[src/rtl/core/rc_pwm_pulse_capture_defines.svh]
// Assertion helpers shared by the RC pulse capture RTL.
// Both forms sample on clk_i and stay quiet while rst_ni is low.
`ifndef RC_PWM_PULSE_CAPTURE_DEFINES_SVH
`define RC_PWM_PULSE_CAPTURE_DEFINES_SVH

// Plain property check.
`define RPC_ASSERT(label, prop, msg) \
  label: assert property (@(posedge clk_i) disable iff (!rst_ni) (prop)) else $error(msg);

// Same-cycle implication check.
`define RPC_ASSERT_IMPL(label, ante, cons, msg) \
  label: assert property (@(posedge clk_i) disable iff (!rst_ni) (ante) |-> (cons)) \
    else $error(msg);

`endif

[src/rtl/core/rpc_pkg.sv]
`timescale 1ns / 1ps

package rpc_pkg;

  localparam int unsigned ChannelsDefault   = 8;
  localparam int unsigned CounterBitsDefault = 16;

  // Wide enough to compare any 3-bit channel number against up to 64 channels.
  localparam int unsigned ChanExtW = 7;

  localparam int unsigned CfgIdxW  = 1;
  localparam int unsigned CfgDataW = 16;

  localparam logic [15:0] MinWidthReset = 16'd500;
  localparam logic [15:0] MaxWidthReset = 16'd2500;

  typedef enum logic [CfgIdxW-1:0] {
    CFG_MIN_WIDTH = 1'b0,
    CFG_MAX_WIDTH = 1'b1
  } rpc_cfg_idx_e;

  typedef struct packed {
    logic [2:0]  channel;
    logic [15:0] capture_time;
  } rpc_in_t;

  typedef struct packed {
    logic [2:0]  out_channel;
    logic        was_rising;
    logic        arm_falling;
    logic        new_pulse;
    logic [15:0] pulse_width;
    logic        signal_valid;
  } rpc_out_t;

  typedef struct packed {
    logic [15:0] min_width;
    logic [15:0] max_width;
  } rpc_cfg_t;

  // Handshake between the input hold register and the result stage.
  typedef struct packed {
    logic valid;    // hold register has a request
    logic advance;  // request moves into the result register this cycle
  } rpc_xfer_t;

endpackage

[src/rtl/core/rpc_in_reg.sv]
`timescale 1ns / 1ps

module rpc_in_reg
  import rpc_pkg::*;
(
  input  logic    clk_i,
  input  logic    rst_ni,
  input  logic    in_valid_i,
  input  rpc_in_t in_data_i,
  output logic    in_stall_o,
  input  logic    advance_i,
  output logic    hold_valid_o,
  output rpc_in_t hold_data_o
);

  logic    vld_d, vld_q;
  logic    load;
  rpc_in_t data_q;

  assign in_stall_o = vld_q & ~advance_i;
  assign load       = in_valid_i & ~in_stall_o;
  assign vld_d      = load | (vld_q & ~advance_i);

  always_ff @(posedge clk_i or negedge rst_ni) begin
    if (!rst_ni) begin
      vld_q <= 1'b0;
    end else begin
      vld_q <= vld_d;
    end
  end

  always_ff @(posedge clk_i) begin
    if (load) begin
      data_q <= in_data_i;
    end
  end

  assign hold_valid_o = vld_q;
  assign hold_data_o  = data_q;

endmodule

[src/rtl/core/rpc_chan_state.sv]
`timescale 1ns / 1ps

module rpc_chan_state
  import rpc_pkg::*;
#(
  parameter int unsigned CHANNELS     = ChannelsDefault,
  parameter int unsigned COUNTER_BITS = CounterBitsDefault
) (
  input  logic      clk_i,
  input  logic      rst_ni,
  input  rpc_cfg_t  cfg_i,
  input  rpc_xfer_t xfer_i,
  input  rpc_in_t   req_i,
  output rpc_out_t  res_o
);

  localparam int unsigned ChIdxW = (CHANNELS > 1) ? $clog2(CHANNELS) : 1;
  // Low COUNTER_BITS bits set; all ones once the counter covers the field.
  localparam logic [15:0] CntMask = 16'((64'd1 << COUNTER_BITS) - 64'd1);

  logic [15:0]         rise_q [CHANNELS];
  logic [15:0]         held_q [CHANNELS];
  logic [CHANNELS-1:0] exp_rise_q;
  logic [CHANNELS-1:0] seen_q;

  logic [ChanExtW-1:0] ch_ext;
  logic                in_range;
  logic [ChIdxW-1:0]   idx;
  logic [15:0]         cap;
  logic [15:0]         width;
  logic                exp_rise;
  logic                in_window;
  logic                upd;

  assign ch_ext   = ChanExtW'(req_i.channel);
  assign in_range = ch_ext < ChanExtW'(CHANNELS);
  assign idx      = ch_ext[ChIdxW-1:0];
  assign cap      = req_i.capture_time & CntMask;
  assign exp_rise = exp_rise_q[idx];
  // Unsigned wrap of the subtraction absorbs one counter rollover.
  assign width     = (cap - rise_q[idx]) & CntMask;
  assign in_window = (width >= cfg_i.min_width) && (width <= cfg_i.max_width);
  assign upd       = xfer_i.advance & in_range;

  always_comb begin
    res_o             = '0;
    res_o.out_channel = req_i.channel;
    if (in_range) begin
      res_o.was_rising   = exp_rise;
      res_o.arm_falling  = exp_rise;
      res_o.new_pulse    = ~exp_rise & in_window;
      res_o.pulse_width  = (~exp_rise & in_window) ? width : held_q[idx];
      res_o.signal_valid = seen_q[idx] | (~exp_rise & in_window);
    end
  end

  always_ff @(posedge clk_i or negedge rst_ni) begin
    if (!rst_ni) begin
      exp_rise_q <= '1;
      seen_q     <= '0;
      for (int i = 0; i < CHANNELS; i++) begin
        held_q[i] <= '0;
      end
    end else if (upd) begin
      exp_rise_q[idx] <= ~exp_rise;
      if (!exp_rise && in_window) begin
        held_q[idx] <= width;
        seen_q[idx] <= 1'b1;
      end
    end
  end

  // Only read after a rising edge has written it.
  always_ff @(posedge clk_i) begin
    if (upd && exp_rise) begin
      rise_q[idx] <= cap;
    end
  end

endmodule

[src/rtl/core/rpc_out_reg.sv]
`timescale 1ns / 1ps

module rpc_out_reg
  import rpc_pkg::*;
(
  input  logic     clk_i,
  input  logic     rst_ni,
  input  logic     hold_valid_i,
  input  rpc_out_t res_i,
  output logic     advance_o,
  output logic     out_valid_o,
  output rpc_out_t out_data_o,
  input  logic     out_stall_i
);

  logic     vld_d, vld_q;
  rpc_out_t data_q;

  assign advance_o = hold_valid_i & (~vld_q | ~out_stall_i);
  assign vld_d     = advance_o | (vld_q & out_stall_i);

  always_ff @(posedge clk_i or negedge rst_ni) begin
    if (!rst_ni) begin
      vld_q <= 1'b0;
    end else begin
      vld_q <= vld_d;
    end
  end

  always_ff @(posedge clk_i) begin
    if (advance_o) begin
      data_q <= res_i;
    end
  end

  assign out_valid_o = vld_q;
  assign out_data_o  = data_q;

endmodule

[src/rtl/core/rc_pwm_pulse_capture.sv]
`timescale 1ns / 1ps
// Path: an accepted request passes through the hold register, then the result register,
// where the result becomes valid; per-channel state updates as the request enters the result register.
// Throughput: one request per cycle while the result side is not stalled.
// A stalled result holds the result register; one more request still lands in the hold register.
// Reset (rst_ni low, async): every channel expects a rising edge, widths 0, valid flags clear;
// min_width = 500, max_width = 2500.
`include "rc_pwm_pulse_capture_defines.svh"

module rc_pwm_pulse_capture
  import rpc_pkg::*;
#(
  parameter int unsigned CHANNELS     = ChannelsDefault,
  parameter int unsigned COUNTER_BITS = CounterBitsDefault
) (
  input  logic                clk_i,
  input  logic                rst_ni,
  // capture event requests
  input  logic                in_valid_i,
  input  rpc_in_t             in_data_i,
  output logic                in_stall_o,
  // per-event results
  output logic                out_valid_o,
  output rpc_out_t            out_data_o,
  input  logic                out_stall_i,
  // configuration writes
  input  logic                cfg_we_i,
  input  logic [CfgIdxW-1:0]  cfg_idx_i,
  input  logic [CfgDataW-1:0] cfg_data_i
);

  // Width window registers. The user must write them only while the block is idle; the block does not enforce it.
  rpc_cfg_t cfg_q;

  always_ff @(posedge clk_i or negedge rst_ni) begin
    if (!rst_ni) begin
      cfg_q.min_width <= MinWidthReset;
      cfg_q.max_width <= MaxWidthReset;
    end else if (cfg_we_i) begin
      case (rpc_cfg_idx_e'(cfg_idx_i))
        CFG_MIN_WIDTH: cfg_q.min_width <= cfg_data_i;
        CFG_MAX_WIDTH: cfg_q.max_width <= cfg_data_i;
        default: ;
      endcase
    end
  end

  rpc_xfer_t xfer;
  logic      hold_valid;
  logic      advance;
  rpc_in_t   hold_data;
  rpc_out_t  res;

  assign xfer = '{valid: hold_valid, advance: advance};

  // Stage 1: request hold register. Also acts as the skid slot when the
  // result side is stalled.
  rpc_in_reg u_in_reg (
    .clk_i        (clk_i),
    .rst_ni       (rst_ni),
    .in_valid_i   (in_valid_i),
    .in_data_i    (in_data_i),
    .in_stall_o   (in_stall_o),
    .advance_i    (advance),
    .hold_valid_o (hold_valid),
    .hold_data_o  (hold_data)
  );

  // Per-channel state: edge polarity, rise stamp, held width, sticky valid.
  // State commits in the same cycle the result is captured, so a following
  // request to the same channel sees the updated state.
  rpc_chan_state #(
    .CHANNELS     (CHANNELS),
    .COUNTER_BITS (COUNTER_BITS)
  ) u_chan_state (
    .clk_i  (clk_i),
    .rst_ni (rst_ni),
    .cfg_i  (cfg_q),
    .xfer_i (xfer),
    .req_i  (hold_data),
    .res_o  (res)
  );

  // Stage 2: result register toward the consumer.
  rpc_out_reg u_out_reg (
    .clk_i        (clk_i),
    .rst_ni       (rst_ni),
    .hold_valid_i (hold_valid),
    .res_i        (res),
    .advance_o    (advance),
    .out_valid_o  (out_valid_o),
    .out_data_o   (out_data_o),
    .out_stall_i  (out_stall_i)
  );

  // A full hold register must back-pressure while the result side is blocked.
  `RPC_ASSERT_IMPL(a_full_blocks,
                   xfer.valid && out_valid_o && out_stall_i,
                   in_stall_o,
                   "hold register overrun")

  // Rising edge always arms the falling edge and vice versa.
  `RPC_ASSERT_IMPL(a_arm_matches,
                   out_valid_o,
                   out_data_o.was_rising == out_data_o.arm_falling,
                   "arm polarity mismatch")

  // A fresh pulse comes only from a falling edge and raises the sticky flag.
  `RPC_ASSERT_IMPL(a_new_pulse,
                   out_valid_o && out_data_o.new_pulse,
                   out_data_o.signal_valid && !out_data_o.was_rising,
                   "new pulse inconsistent")

  // Result register only loads when the hold register has a request.
  `RPC_ASSERT(a_adv_needs_req, !xfer.advance || xfer.valid, "advance without request")

endmodule
[config.mk]
export PLATFORM = sky130hd
export DESIGN_NAME = rc_pwm_pulse_capture
export DESIGN_NICKNAME = d
export VERILOG_FILES = /design/src/rtl/core/rpc_pkg.sv /design/src/rtl/core/rpc_in_reg.sv /design/src/rtl/core/rpc_chan_state.sv /design/src/rtl/core/rpc_out_reg.sv /design/src/rtl/core/rc_pwm_pulse_capture.sv
export VERILOG_INCLUDE_DIRS = /design/src /design/src/rtl/core
export SDC_FILE = /design/constraint.sdc
export NUM_CORES = 1
export LEC_CHECK = 0
export ABC_CLOCK_PERIOD_IN_PS = 12700
export BUFFER_PORTS_ARGS = -buffer_cell sky130_fd_sc_hd__clkbuf_2
export CORE_UTILIZATION = 57
export CTS_CLUSTER_DIAMETER = 100
export DETAILED_ROUTE_END_ITERATION = 6
export PLACE_DENSITY = 0.75
export REMOVE_ABC_BUFFERS = 1
export SYNTH_ARGS = -nofsm -noshare
export SYNTH_HDL_FRONTEND = slang
export SYNTH_SLANG_ARGS = --single-unit
[constraint.sdc]
create_clock -name clk_i -period 12.7 [get_ports clk_i]
set_input_delay 1.27 -clock clk_i [delete_from_list [all_inputs] [get_ports clk_i]]
set_output_delay 1.27 -clock clk_i [all_outputs]
set_load 0.01 [all_outputs]
==> run metrics, run 1 <==
outcome=finished clean; met2 wire len=15.4 mm; Distinct cells, synth=59; M1 WL=14.5 mm; clock latency on the worst-skew pair=0.52 ns; Highest Signal Layer=met4; RSZ-0062 raised after global routing=false; port bufs=65; Wirelength per Cell=21.7 µm; Period Utilization, post-route=58.8%; TritonRoute pass-1 iters=5; Worst slew margin=28.6%; crit path max fanout=32; final setup margin=5.23 ns; Worst-path clk slew=0.06 ns; Leak Pwr=7.49 nW; Clock Tree Buf Depth=3; area grow syn2layout=12.0%; Synth Instances=1,047; Pwr Density=188 mW/mm²; fmax=134 MHz; worst reg-to-reg setup slack=5.23 ns; final hold vios=0; HPWL Detailed=20.2 mm; WL final=32.5 mm; GR Util All Layers=24.2%; total number of vias=9,037; GP Congestion=0.818; Die ar.=0.0280 mm²; max cap viols=0; Root Buffer Master=clkbuf_16; WL met3=1.90 mm; Antenna Cells=0; DRC viols=0; hold_ws=0.465 ns; fraction of layout cells with a size suffix above 1=22.2%; final setup vio count=0; yosys warns=0; startpoint types=flip-flop; clk_skew=0.0202 ns; cts bufs inserted=36; H-Tree Depth=2; r2r worst-path depth=19; crit path to=u_chan_state.held_q[13]; Post-synth EDFFs=169; Max VDD drop=125 µV; most frequent cells in the layout=edfxtp_1 (169), dfrtp_1 (159), mux2_1 (124); antenna viol nets, final=0; CP endpoint kind=flip-flop; Std-Cell Rows=60; antenna violations before repair=0; vias in the first global route=9,223; die height=167 µm; Core Area=0.0269 mm²; mapped cell area=0.0156 mm²; pre-CTS setup slack=5.34 ns; FFs w/ async S/R, synth=50.9%; # Post-CTS Setup Buffers=0; kind of critical path=reg2reg; hold buffer count at cts=0; Syn Area/Cell=14.9 µm²; clock net sink count=350; register area share after synthesis=61.6%; Core Util, Final=65.0%; TritonCTS clock tree=built; commonest non-fill, non-tap cell in the layout=edfxtp_1; Setup TNS Final=0 ns; Top FF cell, synth=edfxtp_1; Iter 0 DRT Violations=699; Hold Crit Start=u_chan_state.seen_q[2]; Seq cells post-synth=350; post-cts repair resize count=0; Placed Cells=1,431; Period minus WS final=7.47 ns; first-pass GRT wire length=52.0 mm; Final #Nets=1,218; Tightest Pin Transition=1.07 ns; Worst Path Arrival=7.85 ns; vias per cell=6.04; final-report max-slew violation count=0; DIE WIDTH=167 µm; GRT overflow=0; Worst Hold Class=reg2reg; largest net degree at the start of global routing=118; Req. time, crit path=13.09 ns; I/O pin count=66; Yosys top cell area share=32.5%; Starting Density=58.0%; Layout Cells excl Fill=1,497; most area-hungry cell type in the Yosys netlist=edfxtp_1; largest cells by area after synthesis=edfxtp_1 (33%), dfrtp_1 (26%), mux2_1 (9.0%), mux4_2 (5.8%), ha_1 (3.9%); worst r2r dst=u_chan_state.held_q[13]
[per-layer routing]
metal / vias to the layer above / global-route usage (%)
li1: 4097 / -
met1: 4624 / 34.6
met2: 265 / 38.8
met3: 51 / 4.11
met4: 0 / 6.18
met5: - / 0
[power breakdown]
group          internal [W]  switching, W  leakage (nW)
clock network      0.000571      0.000419         0.540
logic              0.000341      0.000417          3.10
registers           0.00143      0.000105          3.85
total               0.00234      0.000941          7.49
[cell type report]
| cell class | instances | area [µm²] |
|---|---|---|
| Tap cell | 341 | 427 |
| Fill cell | 1908 | 9410 |
| Inverter | 47 | 176 |
| Multi-Input combinational cell | 599 | 5600 |
| Sequential cell | 350 | 9610 |
| Clock buffer | 52 | 1000 |
| Clock inverter | 14 | 96.3 |
| Timing Repair Buffer | 94 | 549 |
[sequential cells by signal (all words and copies together), names as in the netlist, named ones only]
register	cells
u_chan_state.exp_rise_q	8
cfg_q	32
u_in_reg.hold_valid_o	1
u_chan_state.seen_q	8
u_chan_state.held_q	128
u_chan_state.rise_q	128
u_out_reg.out_data_o	22
u_in_reg.hold_data_o	19
u_out_reg.out_valid_o	1
[synth_stat cells (2+ instances only)]
master and number:
nand4_1 6, nor4_1 2, o31a_1 2, nor2_1 31
and3_1 6, nand3_1 9, buf_2 10, a221oi_1 10
o22ai_1 3, clkbuf_1 23, a221o_1 5, mux4_2 40
edfxtp_1 169, xnor2_1 12, mux2i_1 44, and2_1 2
ha_1 48, o21a_1 2, dfrtp_1 159, or2_1 4
a31oi_1 4, dfxtp_1 3, o21ai_0 36, o2bb2ai_1 2
nand2b_1 9, buf_4 6, xor2_1 4, mux2_2 43
o21ai_1 8, nor3_1 5, a211oi_1 4, o211ai_1 3
a21o_1 6, nand2_1 52, a21oi_1 35, nand2_2 4
a22oi_1 10, mux2_1 124, buf_6 2, nor2b_1 6
a22o_1 4, buf_1 10, dfstp_2 19, inv_1 46
[worst min path at each step]
stage	end	slack, ns	cells after the start
after global placement	u_chan_state.seen_q[4]	0.44	1
final	u_chan_state.seen_q[2]	0.47	1
after global routing	u_chan_state.seen_q[4]	0.49	1
after CTS	u_chan_state.seen_q[2]	0.47	1
after floorplan	u_chan_state.seen_q[6]	0.43	1
after detailed placement	u_chan_state.seen_q[2]	0.45	1
[through the flow]
stage | power, W | area (µm²)
final | 0.00328 | 17500
after global routing | 0.00344 | 17500
after detailed placement | 0.00230 | 16400
after floorplan | 0.00203 | 15400
after global placement | 0.00227 | 16400
after CTS | 0.00330 | 17500
[logic make-up (layout without fill, tap and decap cells)]
logic type,count (synthesis),count (layout),synth area share [%]
muxes,251,251,20.7
adders and majority gates,49,49,3.98
DFF,350,350,61.6
buffers and inverters,98,207,2.68
xor gates and xnor gates,16,16,0.898
AOI/OAI and AO/OA,143,143,5.92
and+or+nand+nor,140,140,4.24
[critical path, stage by stage (launching register included)]
cell and delay (ns):
dfxtp_2 0.31, buf_4 0.50, mux4_2 0.58, mux2i_1 0.25
ha_1 0.32, a21o_1 0.22, a221oi_1 0.58, o31ai_1 0.24
a221o_1 0.34, a21oi_1 0.19, xnor2_1 0.28, ha_1 0.43
nand4_1 0.24, nor4_1 0.67, nor3_1 0.10, o31a_1 0.18
nor4_4 0.14, buf_4 0.41, and3b_1 0.88, mux2_2 0.42
No activity file was read; power rests on OpenSTA's default activity.
==> run 2: changes to the inputs <==
--- a/config.mk
+++ b/config.mk
@@ -6,12 +6,12 @@
 export SDC_FILE = /design/constraint.sdc
 export NUM_CORES = 1
 export LEC_CHECK = 0
-export ABC_CLOCK_PERIOD_IN_PS = 12700
+export ABC_CLOCK_PERIOD_IN_PS = 6700
 export BUFFER_PORTS_ARGS = -buffer_cell sky130_fd_sc_hd__clkbuf_2
-export CORE_UTILIZATION = 57
+export CORE_UTILIZATION = 56
 export CTS_CLUSTER_DIAMETER = 100
 export DETAILED_ROUTE_END_ITERATION = 6
-export PLACE_DENSITY = 0.75
+export PLACE_DENSITY = 0.76
 export REMOVE_ABC_BUFFERS = 1
 export SYNTH_ARGS = -nofsm -noshare
 export SYNTH_HDL_FRONTEND = slang
==> constraint.sdc (replaced) <==
create_clock -name clk_i -period 6.7 [get_ports clk_i]
set_input_delay 0.67 -clock clk_i [delete_from_list [all_inputs] [get_ports clk_i]]
set_output_delay 0.67 -clock clk_i [all_outputs]
set_load 0.01 [all_outputs]
==> run metrics, run 2 (synthesis gave the netlist of run 1 again) <==
outcome=finished clean; Slowest Stage Delay on Critical Path=0.86 ns; DRC viols=0; Largest regs=u_chan_state.held_q: 128 flops, u_chan_state.rise_q: 128 flops, cfg_q: 32 flops; antenna violations before repair=0; placed instance area=0.0166 mm²; Pwr Density=364 mW/mm²; worst reg-to-reg setup slack=0.54 ns; Req. time, crit path=7.09 ns; Tightest Pin Transition=1.09 ns; largest net degree at the start of global routing=106; Leak Pwr=7.67 nW; GP Congestion=0.824; Period Utilization, post-route=91.9%; clk_skew=0.0161 ns; Worst Hold Class=in2async; Iter 0 DRT Violations=769; hold buffer count at cts=0; total number of vias=9,232; port bufs=65; Core Area=0.0271 mm²; antenna viol nets, final=0; final setup vio count=0; fraction of layout cells with a size suffix above 1=24.1%; fin area=0.0178 mm²; H-Tree Depth=2; TritonRoute pass-1 iters=5; Antenna Cells=0; worst r2r dst=u_chan_state.held_q[29]; Fill cells=1,865; post-cts repair resize count=0; Max VDD drop=180 µV; Stages on worst setup path=17; TritonCTS clock tree=built; Cell Chain, Critical Path=mux4_2, mux2i_1, ha_1, a21o_1, a21o_1, a221oi_1, o21ai_1, a31oi_1, xnor2_1, ha_1, nand4_1, nor4_1, nor3_1, o31a_1, nor4_4, and3_1, mux2_1; fmax=162 MHz; Worst-path clk slew=0.06 ns; WL final=34.3 mm; final-report max-slew violation count=0; Root Buffer Master=clkbuf_16; commonest non-fill, non-tap cell in the layout=edfxtp_1; clock latency on the worst-skew pair=0.51 ns; Wirelength per Cell=22.2 µm; r2r worst-path depth=17; Std-Cell Rows=60; Period minus WS final=6.16 ns; GRT overflow=0; Worst Path Arrival=6.55 ns; cell family with most CP delay=simple AND/OR/NAND/NOR gates; DIE WIDTH=169 µm; kind of critical path=reg2reg; area grow syn2layout=14.4%; startpoint types=flip-flop; final setup margin=0.541 ns; CP Buf/Inv Count=0; GR Util All Layers=24.9%; Worst slew margin=27.2%; HPWL Detailed=21.9 mm; RSZ-0062 raised after global routing=false; pre-CTS setup slack=0.582 ns; first-pass GRT wire length=53.6 mm; crit path to=u_chan_state.held_q[29]; cts bufs inserted=36; CP endpoint kind=flip-flop; # Post-CTS Setup Buffers=0; Clock Tree Buf Depth=3; crit path max fanout=17; vias in the first global route=9,377; most frequent cells in the layout=edfxtp_1 (169), dfrtp_1 (159), mux2_1 (124); max cap viols=0; final hold vios=0; Slowest cell on crit path=and3_1; die height=169 µm; Setup TNS Final=0 ns; clock net sink count=350; Die ar.=0.0285 mm²; I/O pin count=66; Final #Nets=1,238; Starting Density=57.6%; total power=0.00649 W; vias per cell=5.97
[run 2: worst reg2reg max path, cell delays in order, from the launching register on]
cell,delay [ns]
dfxtp_2,0.49
mux4_2,0.56
mux2i_1,0.23
ha_1,0.32
a21o_1,0.23
a21o_1,0.19
a221oi_1,0.64
o21ai_1,0.24
a31oi_1,0.26
xnor2_1,0.23
ha_1,0.38
nand4_1,0.16
nor4_1,0.37
nor3_1,0.11
o31a_1,0.15
nor4_4,0.23
and3_1,0.86
mux2_1,0.40
[run 2: layer usage]
layer | vias up | part of all wire [%] | track usage [%]
met5 | - | 0 | 0
li1 | 4116 | - | -
met1 | 4787 | 45 | 36.4
met3 | 42 | 5.6 | 3.69
met2 | 287 | 48 | 39.4
met4 | 0 | 1.8 | 6.40
[run 2: how the worst min path moves through the flow]
| stage | start | end | slack, ns | depth (start not counted) |
|---|---|---|---|---|
| final | rst_ni | cfg_q[13] | 0.26 | 1 |
| after global routing | in_data_i[15] | u_in_reg.hold_data_o[15] | 0.32 | 1 |
| after CTS | in_data_i[6] | u_in_reg.hold_data_o[6] | 0.32 | 1 |
| after detailed placement | u_chan_state.seen_q[6] | u_chan_state.seen_q[6] | 0.45 | 1 |
| after global placement | u_chan_state.seen_q[7] | u_chan_state.seen_q[7] | 0.45 | 1 |
| after floorplan | rst_ni | cfg_q[0] | 0.37 | 0 |
[run 2: report_power, final]
part           switching [W]  internal [W]
Sequential          0.000208       0.00271
Clock               0.000799       0.00129
Combinational       0.000803      0.000681
Total                0.00181       0.00468
[run 2: layout make-up]
type | count | area (µm²) | area share (%)
timing repair buffer | 114 | 737 | 4.13
sequential | 350 | 9610 | 53.9
multi-input combinational | 599 | 5600 | 31.4
tap | 372 | 465 | 2.61
inverter | 47 | 176 | 0.989
clock inverter | 17 | 231 | 1.30
clock buffer | 47 | 1010 | 5.68
[run 2: stage by stage]
step           utilization [%]  std cells  hold slack [ns]
2_1_floorplan                -        996            0.374
3_5_place_dp              61.2       1482            0.447
4_1_cts                   65.8       1546            0.319
5_1_grt                   65.8       1546            0.317
3_3_place_gp              61.2       1482            0.447
6_report                  65.8       1546            0.259
